==> config.mk <==
export PLATFORM = sky130hd
export DESIGN_NAME = stable_sorted_priority_queue_core
export DESIGN_NICKNAME = d
export VERILOG_FILES = /design/src/rtl/core/sspq_pkg.sv /design/src/rtl/core/sspq_front.sv /design/src/rtl/core/sspq_queue.sv /design/src/rtl/core/sspq_back.sv /design/src/rtl/core/stable_sorted_priority_queue_core.sv
export SDC_FILE = /design/constraint.sdc
export NUM_CORES = 2
export LEC_CHECK = 0
export BUFFER_PORTS_ARGS = -buffer_cell sky130_fd_sc_hd__buf_4
export CORE_MARGIN = 5
export CORE_UTILIZATION = 60
export DETAILED_ROUTE_END_ITERATION = 7
export PLACE_DENSITY = 0.83
export SYNTH_ARGS = -nofsm -noshare
export SYNTH_HDL_FRONTEND = slang
export SYNTH_SLANG_ARGS = --single-unit
==> constraint.sdc <==
create_clock -name clk -period 12.5 [get_ports clk]
set_clock_uncertainty 0.05 [all_clocks]
set_input_delay 0.625 -clock clk [delete_from_list [all_inputs] [get_ports clk]]
set_output_delay 0.625 -clock clk [all_outputs]
set_load 0.05 [all_outputs]
==> src/rtl/core/sspq_pkg.sv <==
// sspq_pkg: shared types and codes of the stable sorted priority queue
// command and status codes, the item word passed from front to back
// no dependencies
package sspq_pkg;

  // fixed field widths of the ports
  localparam int VALUE_W = 32;
  localparam int PRIO_W  = 8;
  localparam int COUNT_W = 5;

  // command codes on the input channel
  typedef enum logic [1:0] {
    CMD_INSERT = 2'd0,
    CMD_DELETE = 2'd1,
    CMD_READ   = 2'd2
  } cmd_t;

  // status codes on the result channel
  typedef enum logic [2:0] {
    ST_OK        = 3'd0,
    ST_FULL      = 3'd1,
    ST_EMPTY_DEL = 3'd2,
    ST_NOT_FOUND = 3'd3,
    ST_EMPTY_RD  = 3'd4
  } status_t;

  // classified command word held in the queue between front and back
  typedef struct packed {
    cmd_t                 op;
    logic [VALUE_W-1:0]   value;
    logic [PRIO_W-1:0]    prio;
  } item_t;

endpackage

==> src/rtl/core/sspq_front.sv <==
// sspq_front: command intake, decodes the command and masks the priority
// depends on sspq_pkg; feeds sspq_queue
module sspq_front import sspq_pkg::*; #(
  parameter int PW = 8
) (
  input  logic               start,
  output logic               busy,
  input  logic [1:0]         in_command,
  input  logic [VALUE_W-1:0] in_item_value,
  input  logic [PRIO_W-1:0]  in_item_priority,
  input  logic               q_full,
  output logic               push,
  output item_t              push_item
);

  localparam logic [PRIO_W-1:0] PRIO_MASK = PRIO_W'({PW{1'b1}});

  logic accept;

  // a word is taken whenever the queue has room
  assign busy   = q_full;
  assign accept = start & ~q_full;

  // decode: unused command codes are dropped here
  always_comb begin
    push_item.op    = CMD_INSERT;
    push_item.value = in_item_value;
    push_item.prio  = in_item_priority & PRIO_MASK;
    push            = 1'b0;
    unique case (in_command)
      CMD_INSERT: begin
        push_item.op = CMD_INSERT;
        push         = accept;
      end
      CMD_DELETE: begin
        push_item.op = CMD_DELETE;
        push         = accept;
      end
      CMD_READ: begin
        push_item.op = CMD_READ;
        push         = accept;
      end
      default: begin
        push = 1'b0;
      end
    endcase
  end

endmodule

==> src/rtl/core/sspq_queue.sv <==
// sspq_queue: two-word queue decoupling command intake from execution
// depends on sspq_pkg
module sspq_queue import sspq_pkg::*; (
  input  logic  clk,
  input  logic  rst_n,
  input  logic  push,
  input  item_t push_item,
  output logic  full,
  output logic  valid,
  input  logic  pop,
  output item_t head
);

  logic [1:0] cnt_r;
  item_t      e0_r;
  item_t      e1_r;

  assign full  = (cnt_r == 2'd2);
  assign valid = (cnt_r != 2'd0);
  assign head  = e0_r;

  // shift-style queue: head always sits in e0
  always_ff @(posedge clk) begin
    if (!rst_n) begin
      cnt_r <= 2'd0;
    end else begin
      case ({push, pop})
        2'b10: begin
          if (cnt_r == 2'd0) begin
            e0_r <= push_item;
          end else begin
            e1_r <= push_item;
          end
          cnt_r <= cnt_r + 2'd1;
        end
        2'b01: begin
          e0_r  <= e1_r;
          cnt_r <= cnt_r - 2'd1;
        end
        2'b11: begin
          // only possible with one word held
          e0_r <= push_item;
        end
        default: begin
          cnt_r <= cnt_r;
        end
      endcase
    end
  end

endmodule

==> src/rtl/core/sspq_back.sv <==
// sspq_back: sorted cell array and execution sequencer
// depends on sspq_pkg; takes words from sspq_queue
module sspq_back import sspq_pkg::*; #(
  parameter int DEPTH = 16,
  parameter int PW    = 8
) (
  input  logic               clk,
  input  logic               rst_n,
  input  logic               q_valid,
  input  item_t              q_item,
  output logic               q_pop,
  output logic               out_strobe,
  output logic [2:0]         out_status,
  output logic [VALUE_W-1:0] out_value,
  output logic [PRIO_W-1:0]  out_priority,
  output logic [COUNT_W-1:0] out_entry_count,
  output logic               out_last
);

  localparam int CNT_W = $clog2(DEPTH + 1);
  localparam logic [CNT_W-1:0] FULL_CNT = CNT_W'(DEPTH);
  localparam logic [DEPTH-1:0] ONES = '1;

  typedef enum logic [1:0] {
    S_IDLE,
    S_APPLY,
    S_READ
  } state_t;

  state_t             state_r;
  cmd_t               op_r;
  logic [VALUE_W-1:0] val_r;
  logic [PW-1:0]      prio_r;
  logic [DEPTH-1:0]   mv_r;
  logic [DEPTH-1:0]   pre_r;
  logic [CNT_W-1:0]   count_r;
  logic [CNT_W-1:0]   rd_idx_r;

  logic [VALUE_W-1:0] cell_val_r [DEPTH];
  logic [PW-1:0]      cell_pri_r [DEPTH];

  logic               out_strobe_r;
  status_t            out_status_r;
  logic [VALUE_W-1:0] out_value_r;
  logic [PRIO_W-1:0]  out_priority_r;
  logic [COUNT_W-1:0] out_count_r;
  logic               out_last_r;

  logic [PW-1:0]      q_pri;
  logic [DEPTH-1:0]   mv_nxt;
  logic [DEPTH-1:0]   match;
  logic [DEPTH-1:0]   pre_nxt;
  logic               is_full;
  logic               found;
  logic               do_ins;
  logic               do_del;
  logic               do_rot;
  logic               rd_last;

  assign q_pri   = q_item.prio[PW-1:0];
  assign q_pop   = (state_r == S_IDLE) & q_valid;
  assign is_full = (count_r == FULL_CNT);
  assign found   = pre_r[DEPTH-1];
  assign do_ins  = (state_r == S_APPLY) & (op_r == CMD_INSERT) & ~is_full;
  assign do_del  = (state_r == S_APPLY) & (op_r == CMD_DELETE) & found;
  assign do_rot  = (state_r == S_READ);
  assign rd_last = ((rd_idx_r + CNT_W'(1)) == count_r);

  // parallel compare of the head word against every live cell
  always_comb begin
    for (int i = 0; i < DEPTH; i++) begin
      mv_nxt[i] = (CNT_W'(i) < count_r) && (cell_pri_r[i] > q_pri);
      match[i]  = (CNT_W'(i) < count_r) && (cell_pri_r[i] == q_pri)
                  && (cell_val_r[i] == q_item.value);
    end
    for (int i = 0; i < DEPTH; i++) begin
      pre_nxt[i] = |(match & (ONES >> (DEPTH - 1 - i)));
    end
  end

  // cell array: shift up on insert, down on delete, rotate on read-out
  for (genvar gi = 0; gi < DEPTH; gi++) begin : g_cell
    logic [VALUE_W-1:0] ins_val;
    logic [VALUE_W-1:0] dn_val;
    logic [VALUE_W-1:0] rot_val;
    logic [PW-1:0]      ins_pri;
    logic [PW-1:0]      dn_pri;
    logic [PW-1:0]      rot_pri;
    logic               in_use;
    logic               ins_tgt;

    assign in_use  = (CNT_W'(gi) < count_r);
    assign ins_tgt = mv_r[gi] | (CNT_W'(gi) == count_r);

    if (gi == 0) begin : g_head
      assign ins_val = val_r;
      assign ins_pri = prio_r;
    end else begin : g_body
      assign ins_val = mv_r[gi-1] ? cell_val_r[gi-1] : val_r;
      assign ins_pri = mv_r[gi-1] ? cell_pri_r[gi-1] : prio_r;
    end

    if (gi == DEPTH - 1) begin : g_tail
      assign dn_val  = cell_val_r[gi];
      assign dn_pri  = cell_pri_r[gi];
      assign rot_val = cell_val_r[0];
      assign rot_pri = cell_pri_r[0];
    end else begin : g_mid
      assign dn_val  = cell_val_r[gi+1];
      assign dn_pri  = cell_pri_r[gi+1];
      assign rot_val = (CNT_W'(gi + 1) == count_r) ? cell_val_r[0] : cell_val_r[gi+1];
      assign rot_pri = (CNT_W'(gi + 1) == count_r) ? cell_pri_r[0] : cell_pri_r[gi+1];
    end

    always_ff @(posedge clk) begin
      if (do_ins && ins_tgt) begin
        cell_val_r[gi] <= ins_val;
        cell_pri_r[gi] <= ins_pri;
      end else if (do_del && pre_r[gi]) begin
        cell_val_r[gi] <= dn_val;
        cell_pri_r[gi] <= dn_pri;
      end else if (do_rot && in_use) begin
        cell_val_r[gi] <= rot_val;
        cell_pri_r[gi] <= rot_pri;
      end
    end
  end

  // sequencer and registered result word
  always_ff @(posedge clk) begin
    if (!rst_n) begin
      state_r      <= S_IDLE;
      count_r      <= '0;
      out_strobe_r <= 1'b0;
    end else begin
      out_strobe_r <= 1'b0;
      unique case (state_r)
        S_IDLE: begin
          if (q_valid) begin
            op_r     <= q_item.op;
            val_r    <= q_item.value;
            prio_r   <= q_pri;
            mv_r     <= mv_nxt;
            pre_r    <= pre_nxt;
            rd_idx_r <= '0;
            if ((q_item.op == CMD_READ) && (count_r != '0)) begin
              state_r <= S_READ;
            end else begin
              state_r <= S_APPLY;
            end
          end
        end
        S_APPLY: begin
          out_strobe_r   <= 1'b1;
          out_last_r     <= 1'b1;
          out_value_r    <= '0;
          out_priority_r <= '0;
          state_r        <= S_IDLE;
          unique case (op_r)
            CMD_INSERT: begin
              if (is_full) begin
                out_status_r <= ST_FULL;
                out_count_r  <= COUNT_W'(count_r);
              end else begin
                out_status_r <= ST_OK;
                count_r      <= count_r + CNT_W'(1);
                out_count_r  <= COUNT_W'(count_r + CNT_W'(1));
              end
            end
            CMD_DELETE: begin
              if (count_r == '0) begin
                out_status_r <= ST_EMPTY_DEL;
                out_count_r  <= '0;
              end else if (!found) begin
                out_status_r <= ST_NOT_FOUND;
                out_count_r  <= COUNT_W'(count_r);
              end else begin
                out_status_r <= ST_OK;
                count_r      <= count_r - CNT_W'(1);
                out_count_r  <= COUNT_W'(count_r - CNT_W'(1));
              end
            end
            default: begin
              // read-out of an empty store
              out_status_r <= ST_EMPTY_RD;
              out_count_r  <= '0;
            end
          endcase
        end
        S_READ: begin
          out_strobe_r   <= 1'b1;
          out_status_r   <= ST_OK;
          out_value_r    <= cell_val_r[0];
          out_priority_r <= PRIO_W'(cell_pri_r[0]);
          out_count_r    <= COUNT_W'(count_r);
          out_last_r     <= rd_last;
          rd_idx_r       <= rd_idx_r + CNT_W'(1);
          if (rd_last) begin
            state_r <= S_IDLE;
          end
        end
        default: begin
          state_r <= S_IDLE;
        end
      endcase
    end
  end

  assign out_strobe      = out_strobe_r;
  assign out_status      = out_status_r;
  assign out_value       = out_value_r;
  assign out_priority    = out_priority_r;
  assign out_entry_count = out_count_r;
  assign out_last        = out_last_r;

  // fill level never passes the array size
  a_count_bound: assert property (@(posedge clk) disable iff (!rst_n)
    count_r <= FULL_CNT)
    else $error("entry count beyond depth");

  // an accepted insert grows the store by one
  a_insert_grows: assert property (@(posedge clk) disable iff (!rst_n)
    do_ins |=> (count_r == $past(count_r) + CNT_W'(1)))
    else $error("insert did not grow the store");

  // read-out runs back to back in ascending priority
  a_read_sorted: assert property (@(posedge clk) disable iff (!rst_n)
    (out_strobe_r && !out_last_r) |=>
      (out_strobe_r && (out_priority_r >= $past(out_priority_r))))
    else $error("read-out not sorted or not contiguous");

endmodule

==> src/rtl/core/stable_sorted_priority_queue_core.sv <==
// stable_sorted_priority_queue_core: top level of the sorted priority queue
// depends on sspq_pkg, sspq_front, sspq_queue, sspq_back
//
// Holds up to DEPTH entries (32-bit value word, priority) in ascending
// priority order, first-in-first-out among equal priorities.
// Command channel: a word is taken at a rising edge with start high and
// busy low. Commands: insert, delete matching entry, read out all entries;
// code 3 is taken and dropped without a result.
// Result channel: each result word is on the out_ ports for one cycle,
// marked by out_strobe; the receiver cannot stall it, so nothing waits.
// A command word passes through the queue, the sequencer's command
// registers and the registered result word on its way to the out_ ports.
// Insert and delete run a parallel compare over all cells, then a shift;
// read-out gives one result word per stored entry, rotating the cell
// array through cell 0. A two-word queue lets the command side keep
// taking words while a read-out runs; busy is high only when it is full.
// Reset: empties the store at once by clearing the entry count; no
// clearing pass, cell contents are left as they are.
module stable_sorted_priority_queue_core import sspq_pkg::*; #(
  parameter int DEPTH     = 16,
  parameter int PRIO_BITS = 8
) (
  input  logic               clk,
  input  logic               rst_n,
  input  logic               start,
  output logic               busy,
  input  logic [1:0]         in_command,
  input  logic [VALUE_W-1:0] in_item_value,
  input  logic [PRIO_W-1:0]  in_item_priority,
  output logic               out_strobe,
  output logic [2:0]         out_status,
  output logic [VALUE_W-1:0] out_value,
  output logic [PRIO_W-1:0]  out_priority,
  output logic [COUNT_W-1:0] out_entry_count,
  output logic               out_last
);

  // stored priority width: the port carries at most PRIO_W bits
  localparam int PW = (PRIO_BITS < PRIO_W) ? PRIO_BITS : PRIO_W;

  logic  push;
  item_t push_item;
  logic  q_full;
  logic  q_valid;
  logic  q_pop;
  item_t q_head;

  // command intake and decode
  sspq_front #(
    .PW (PW)
  ) u_front (
    .start            (start),
    .busy             (busy),
    .in_command       (in_command),
    .in_item_value    (in_item_value),
    .in_item_priority (in_item_priority),
    .q_full           (q_full),
    .push             (push),
    .push_item        (push_item)
  );

  // decoupling queue
  sspq_queue u_queue (
    .clk       (clk),
    .rst_n     (rst_n),
    .push      (push),
    .push_item (push_item),
    .full      (q_full),
    .valid     (q_valid),
    .pop       (q_pop),
    .head      (q_head)
  );

  // cell array and execution
  sspq_back #(
    .DEPTH (DEPTH),
    .PW    (PW)
  ) u_back (
    .clk             (clk),
    .rst_n           (rst_n),
    .q_valid         (q_valid),
    .q_item          (q_head),
    .q_pop           (q_pop),
    .out_strobe      (out_strobe),
    .out_status      (out_status),
    .out_value       (out_value),
    .out_priority    (out_priority),
    .out_entry_count (out_entry_count),
    .out_last        (out_last)
  );

endmodule

==> results.toml <==
[status]
status = "finished clean"

[worst_setup_path]
worstPathRequired_ns = 12.85
reg2reg_setup_slack_ns = 7.72
crit_arrival_ns = 5.12
worst_path_max_delay_cell = "sky130_fd_sc_hd__nand2_2"
timing_worst_setup_path_type = "reg2reg"
worst_setup_sp_type = "flip-flop"
worst_setup_path_end_kind = "flip-flop"
cpPeakStageDelay_ns = 0.97
timing.critical_path.cells = "inv_1, ha_1, nor4bb_4, or3_1, buf_4, o21a_1, nand3_2, nand2_2, o221a_2"
worst_path_maximum_fanout = 41

[yosys]
yosys_warn_count = 0
synthCells = 4786
synth-seq-area-share_pct = 47.91
number_of_enable_type_register_cells_in_the_synthesized_netlist = 852
syn-num-nets = 4970
top_cell_type_by_total_area_after_synthesis = "sky130_fd_sc_hd__edfxtp_1"
mappedNetlistArea_um2 = 53810
synthTopCellsByArea = "sky130_fd_sc_hd__edfxtp_1 48%, sky130_fd_sc_hd__mux2i_1 8.9%, sky130_fd_sc_hd__o221a_2 8.3%"
syn_avg_cell_area_um2 = 11.24
ys_types = 67
async_flop_share_pct = 0
synth-seq-cells = 862
synth_top_area_share_pct = 47.54
synthFlopType = "sky130_fd_sc_hd__edfxtp_1"

[timing]
timing.max_slew.rel_slack_pct = 6.559
hold_viol_final = 0
unrepaired_setup_endpoints_after_global_routing = "no"
slew_violations = 0
finalHoldWorstSlack_ns = 0.08331
final.period_utilization_pct = 38.21
totalNegativeSetupSlack_ns = 0
max_slew.worst_pin.slew_ns = 1.389
setup_viol_count_final = 0
fin_crit_ns = 4.776
max_freq_ghz = 0.2094

[clock_network]
clock-root-buffer = "sky130_fd_sc_hd__clkbuf_16"
hold_buffer_count_at_cts = 0
worst_setup_hold_path_clk_slew_ns = 0.06
cts-buffers-inserted = 94
max-clock-path-buffers = 3
worstSkewPairLatency_ns = 0.67
clock-sinks = 862
clock_tree_from_tritoncts = "yes"
post-cts-setup-buffers = 0
htree_levels = 3
cts_repair_resize_count = 0

[drt]
route.detailed.vias_per_inst = 7.507
drt.antenna.violating_nets = 0
routed-via-count = 44264
drt-total-wl_mm = 192.1
detail_route.iter0.violations = 7480
routedWlPerCell_um = 32.58
number_of_detailed_route_iterations_in_the_first_pass = 6
drc = 0

[floorplan]
row_count = 109
dieArea_um2 = 95780
io_pins = 96
die_width_um = 309.5
fp.dieH_um = 309.5
floorplan.initialDensity_pct = 60.71
coreArea_um2 = 88650

[place]
port_buffers = 95
detailedPlacementHpwl_mm = 134.7
finalWeightedCongestion = 1.018
dpl-instance-area_um2 = 55320

[flow_run]
max-cap-violations = 0

[global_route]
grt.total_usage_pct = 38.81
grt.overflow.total = 0
largest_net_degree_at_the_start_of_global_routing = 82
global_route_wire_length_before_repair_mm = 279.2
initial_antenna_violation_count = 11
via_count_of_the_first_global_routing_pass = 41851

[finish]
post_route_cells_drive_above_1_share_pct = 19.79
flow.area_growth_from_synthesis_pct = 8.459
post-route-cell-area_um2 = 58370
layout.nets = 4831

[worst_hold_path]
worst_hold_path_type = "in2reg"

[power_and_ir_drop]
power_density_nw_per_um2 = 166.4
peak_supply_drop_v = 0.0001414
static_leakage_nw = 22.01
-- cells in the mapped netlist (3+ instances only) --
| master | number |
|---|---|
| sky130_fd_sc_hd__o21a_1 | 36 |
| sky130_fd_sc_hd__o221a_2 | 399 |
| sky130_fd_sc_hd__o221a_1 | 35 |
| sky130_fd_sc_hd__buf_4 | 10 |
| sky130_fd_sc_hd__mux2i_1 | 476 |
| sky130_fd_sc_hd__nor3_1 | 22 |
| sky130_fd_sc_hd__o211ai_1 | 4 |
| sky130_fd_sc_hd__buf_1 | 30 |
| sky130_fd_sc_hd__a21oi_1 | 256 |
| sky130_fd_sc_hd__a21boi_0 | 5 |
| sky130_fd_sc_hd__edfxtp_1 | 852 |
| sky130_fd_sc_hd__mux2_2 | 121 |
| sky130_fd_sc_hd__or4_1 | 5 |
| sky130_fd_sc_hd__or2_2 | 3 |
| sky130_fd_sc_hd__ha_1 | 139 |
| sky130_fd_sc_hd__nand4_1 | 102 |
| sky130_fd_sc_hd__buf_2 | 125 |
| sky130_fd_sc_hd__o21ai_0 | 58 |
| sky130_fd_sc_hd__o22ai_1 | 89 |
| sky130_fd_sc_hd__nand2_1 | 518 |
| sky130_fd_sc_hd__a31oi_1 | 12 |
| sky130_fd_sc_hd__nor4_1 | 76 |
| sky130_fd_sc_hd__or3_1 | 6 |
| sky130_fd_sc_hd__nand3b_1 | 3 |
| sky130_fd_sc_hd__dfxtp_1 | 10 |
| sky130_fd_sc_hd__a211oi_1 | 45 |
| sky130_fd_sc_hd__o21ai_1 | 6 |
| sky130_fd_sc_hd__xor2_1 | 280 |
| sky130_fd_sc_hd__inv_1 | 81 |
| sky130_fd_sc_hd__nand4b_1 | 3 |
| sky130_fd_sc_hd__and2_1 | 15 |
| sky130_fd_sc_hd__and3_1 | 7 |
| sky130_fd_sc_hd__nor3b_1 | 3 |
| sky130_fd_sc_hd__xnor2_1 | 245 |
| sky130_fd_sc_hd__nor2_1 | 226 |
| sky130_fd_sc_hd__clkbuf_1 | 309 |
| sky130_fd_sc_hd__nand2b_1 | 19 |
| sky130_fd_sc_hd__nand3_1 | 45 |
| sky130_fd_sc_hd__a21o_1 | 12 |
| sky130_fd_sc_hd__a32oi_1 | 3 |
| sky130_fd_sc_hd__nor2b_1 | 58 |
| sky130_fd_sc_hd__o2111ai_1 | 8 |
-- state kept, by name (all words and copies together) (netlist names), 5 cells and up --
name,count
u_back.cell_pri_r,128
u_back.cell_val_r,512
u_back.count_r,5
u_back.g_cell.ins_pri,8
u_back.g_cell.ins_val,32
u_back.mv_r,16
u_back.out_entry_count,5
u_back.out_priority,8
u_back.out_value,32
u_back.pre_r,16
u_back.rd_idx_r,5
u_queue.e1_r,42
u_queue.head,42
-- report_power, final --
group,total [W],switching (W),internal [W]
clock network,0.00284,0.00122,0.00162
registers,0.00399,0.000352,0.00363
logic,0.00289,0.00175,0.00114
-- worst paths after layout --
path | startpoint | endpoint | cells after the start
max | u_back.count_r[1] | u_back.cell_pri_r[0][23] | 9
min | in_item_value[4] | u_queue.e1_r[12] | 1
max reg2reg | u_back.count_r[1] | u_back.cell_pri_r[0][23] | 9
min reg2reg | u_queue.head[2] | u_back.g_cell[0].ins_pri[2] | 0
-- cells in the final DEF, fill, tap and decap left out, types with 76 or more instances in the layout --
master and n:
sky130_fd_sc_hd__nor2_1 224, sky130_fd_sc_hd__buf_4 239, sky130_fd_sc_hd__o221a_2 399, sky130_fd_sc_hd__ha_1 138, sky130_fd_sc_hd__nand2_1 510, sky130_fd_sc_hd__xnor2_1 245
sky130_fd_sc_hd__clkbuf_16 98, sky130_fd_sc_hd__inv_1 79, sky130_fd_sc_hd__a21oi_1 251, sky130_fd_sc_hd__nand4_1 102, sky130_fd_sc_hd__mux2_2 121, sky130_fd_sc_hd__o22ai_1 89
sky130_fd_sc_hd__edfxtp_1 852, sky130_fd_sc_hd__nor4_1 76, sky130_fd_sc_hd__xor2_1 280, sky130_fd_sc_hd__mux2i_1 476
-- critical path: cells and delay by family, from the launching register on --
| kind | cells | cell delay, ns |
|---|---|---|
| AOI/OAI and AO/OA | 2 | 0.79 |
| adders and majority gates | 1 | 0.31 |
| buffers and inverters | 2 | 0.42 |
| DFF | 1 | 0.60 |
| and+or+nand+nor | 4 | 2.33 |
-- kinds of logic after synthesis --
| kind of cell | share of synthesized area, % |
|---|---|
| xor+xnor | 8.545 |
| simple gates | 9.533 |
| mux | 11.39 |
| compound gates | 15.16 |
| buf+inv | 4.232 |
| fa+ha+maj | 3.232 |
| flops | 47.91 |
-- layer usage --
layer	GRT usage, %	wire (um)	vias to the layer above
met5	0	217	-
met3	11.67	26110	909
met1	50.93	69170	21486
li1	-	-	17842
met4	19.64	13400	10
met2	59.06	83170	4017
-- per-stage QoR --
stage / utilization, % / cells / setup slack (ns) / total power (W)
detailed placement: 62.40 / 5716 / 7.893 / 0.006791
finish: 65.84 / 5896 / 7.724 / 0.009711
global route: 65.81 / 5885 / 7.626 / 0.009976
global placement: 62.40 / 5716 / 7.910 / 0.006703
floorplan: - / 4786 / 7.674 / 0.005856
CTS: 65.81 / 5885 / 7.899 / 0.009585
-- cell type report --
type | instances | area [um2]
Fill cell | 6699 | 30280
Inverter | 81 | 306.5
Timing Repair Buffer | 239 | 1794
Sequential cell | 862 | 25780
Clock inverter | 50 | 480.5
Multi-Input combinational cell | 3369 | 25970
Clock buffer | 119 | 2541
Antenna cell | 11 | 27.53
Tap cell | 1165 | 1458
Note: power is estimated with default switching activity, not from simulation.
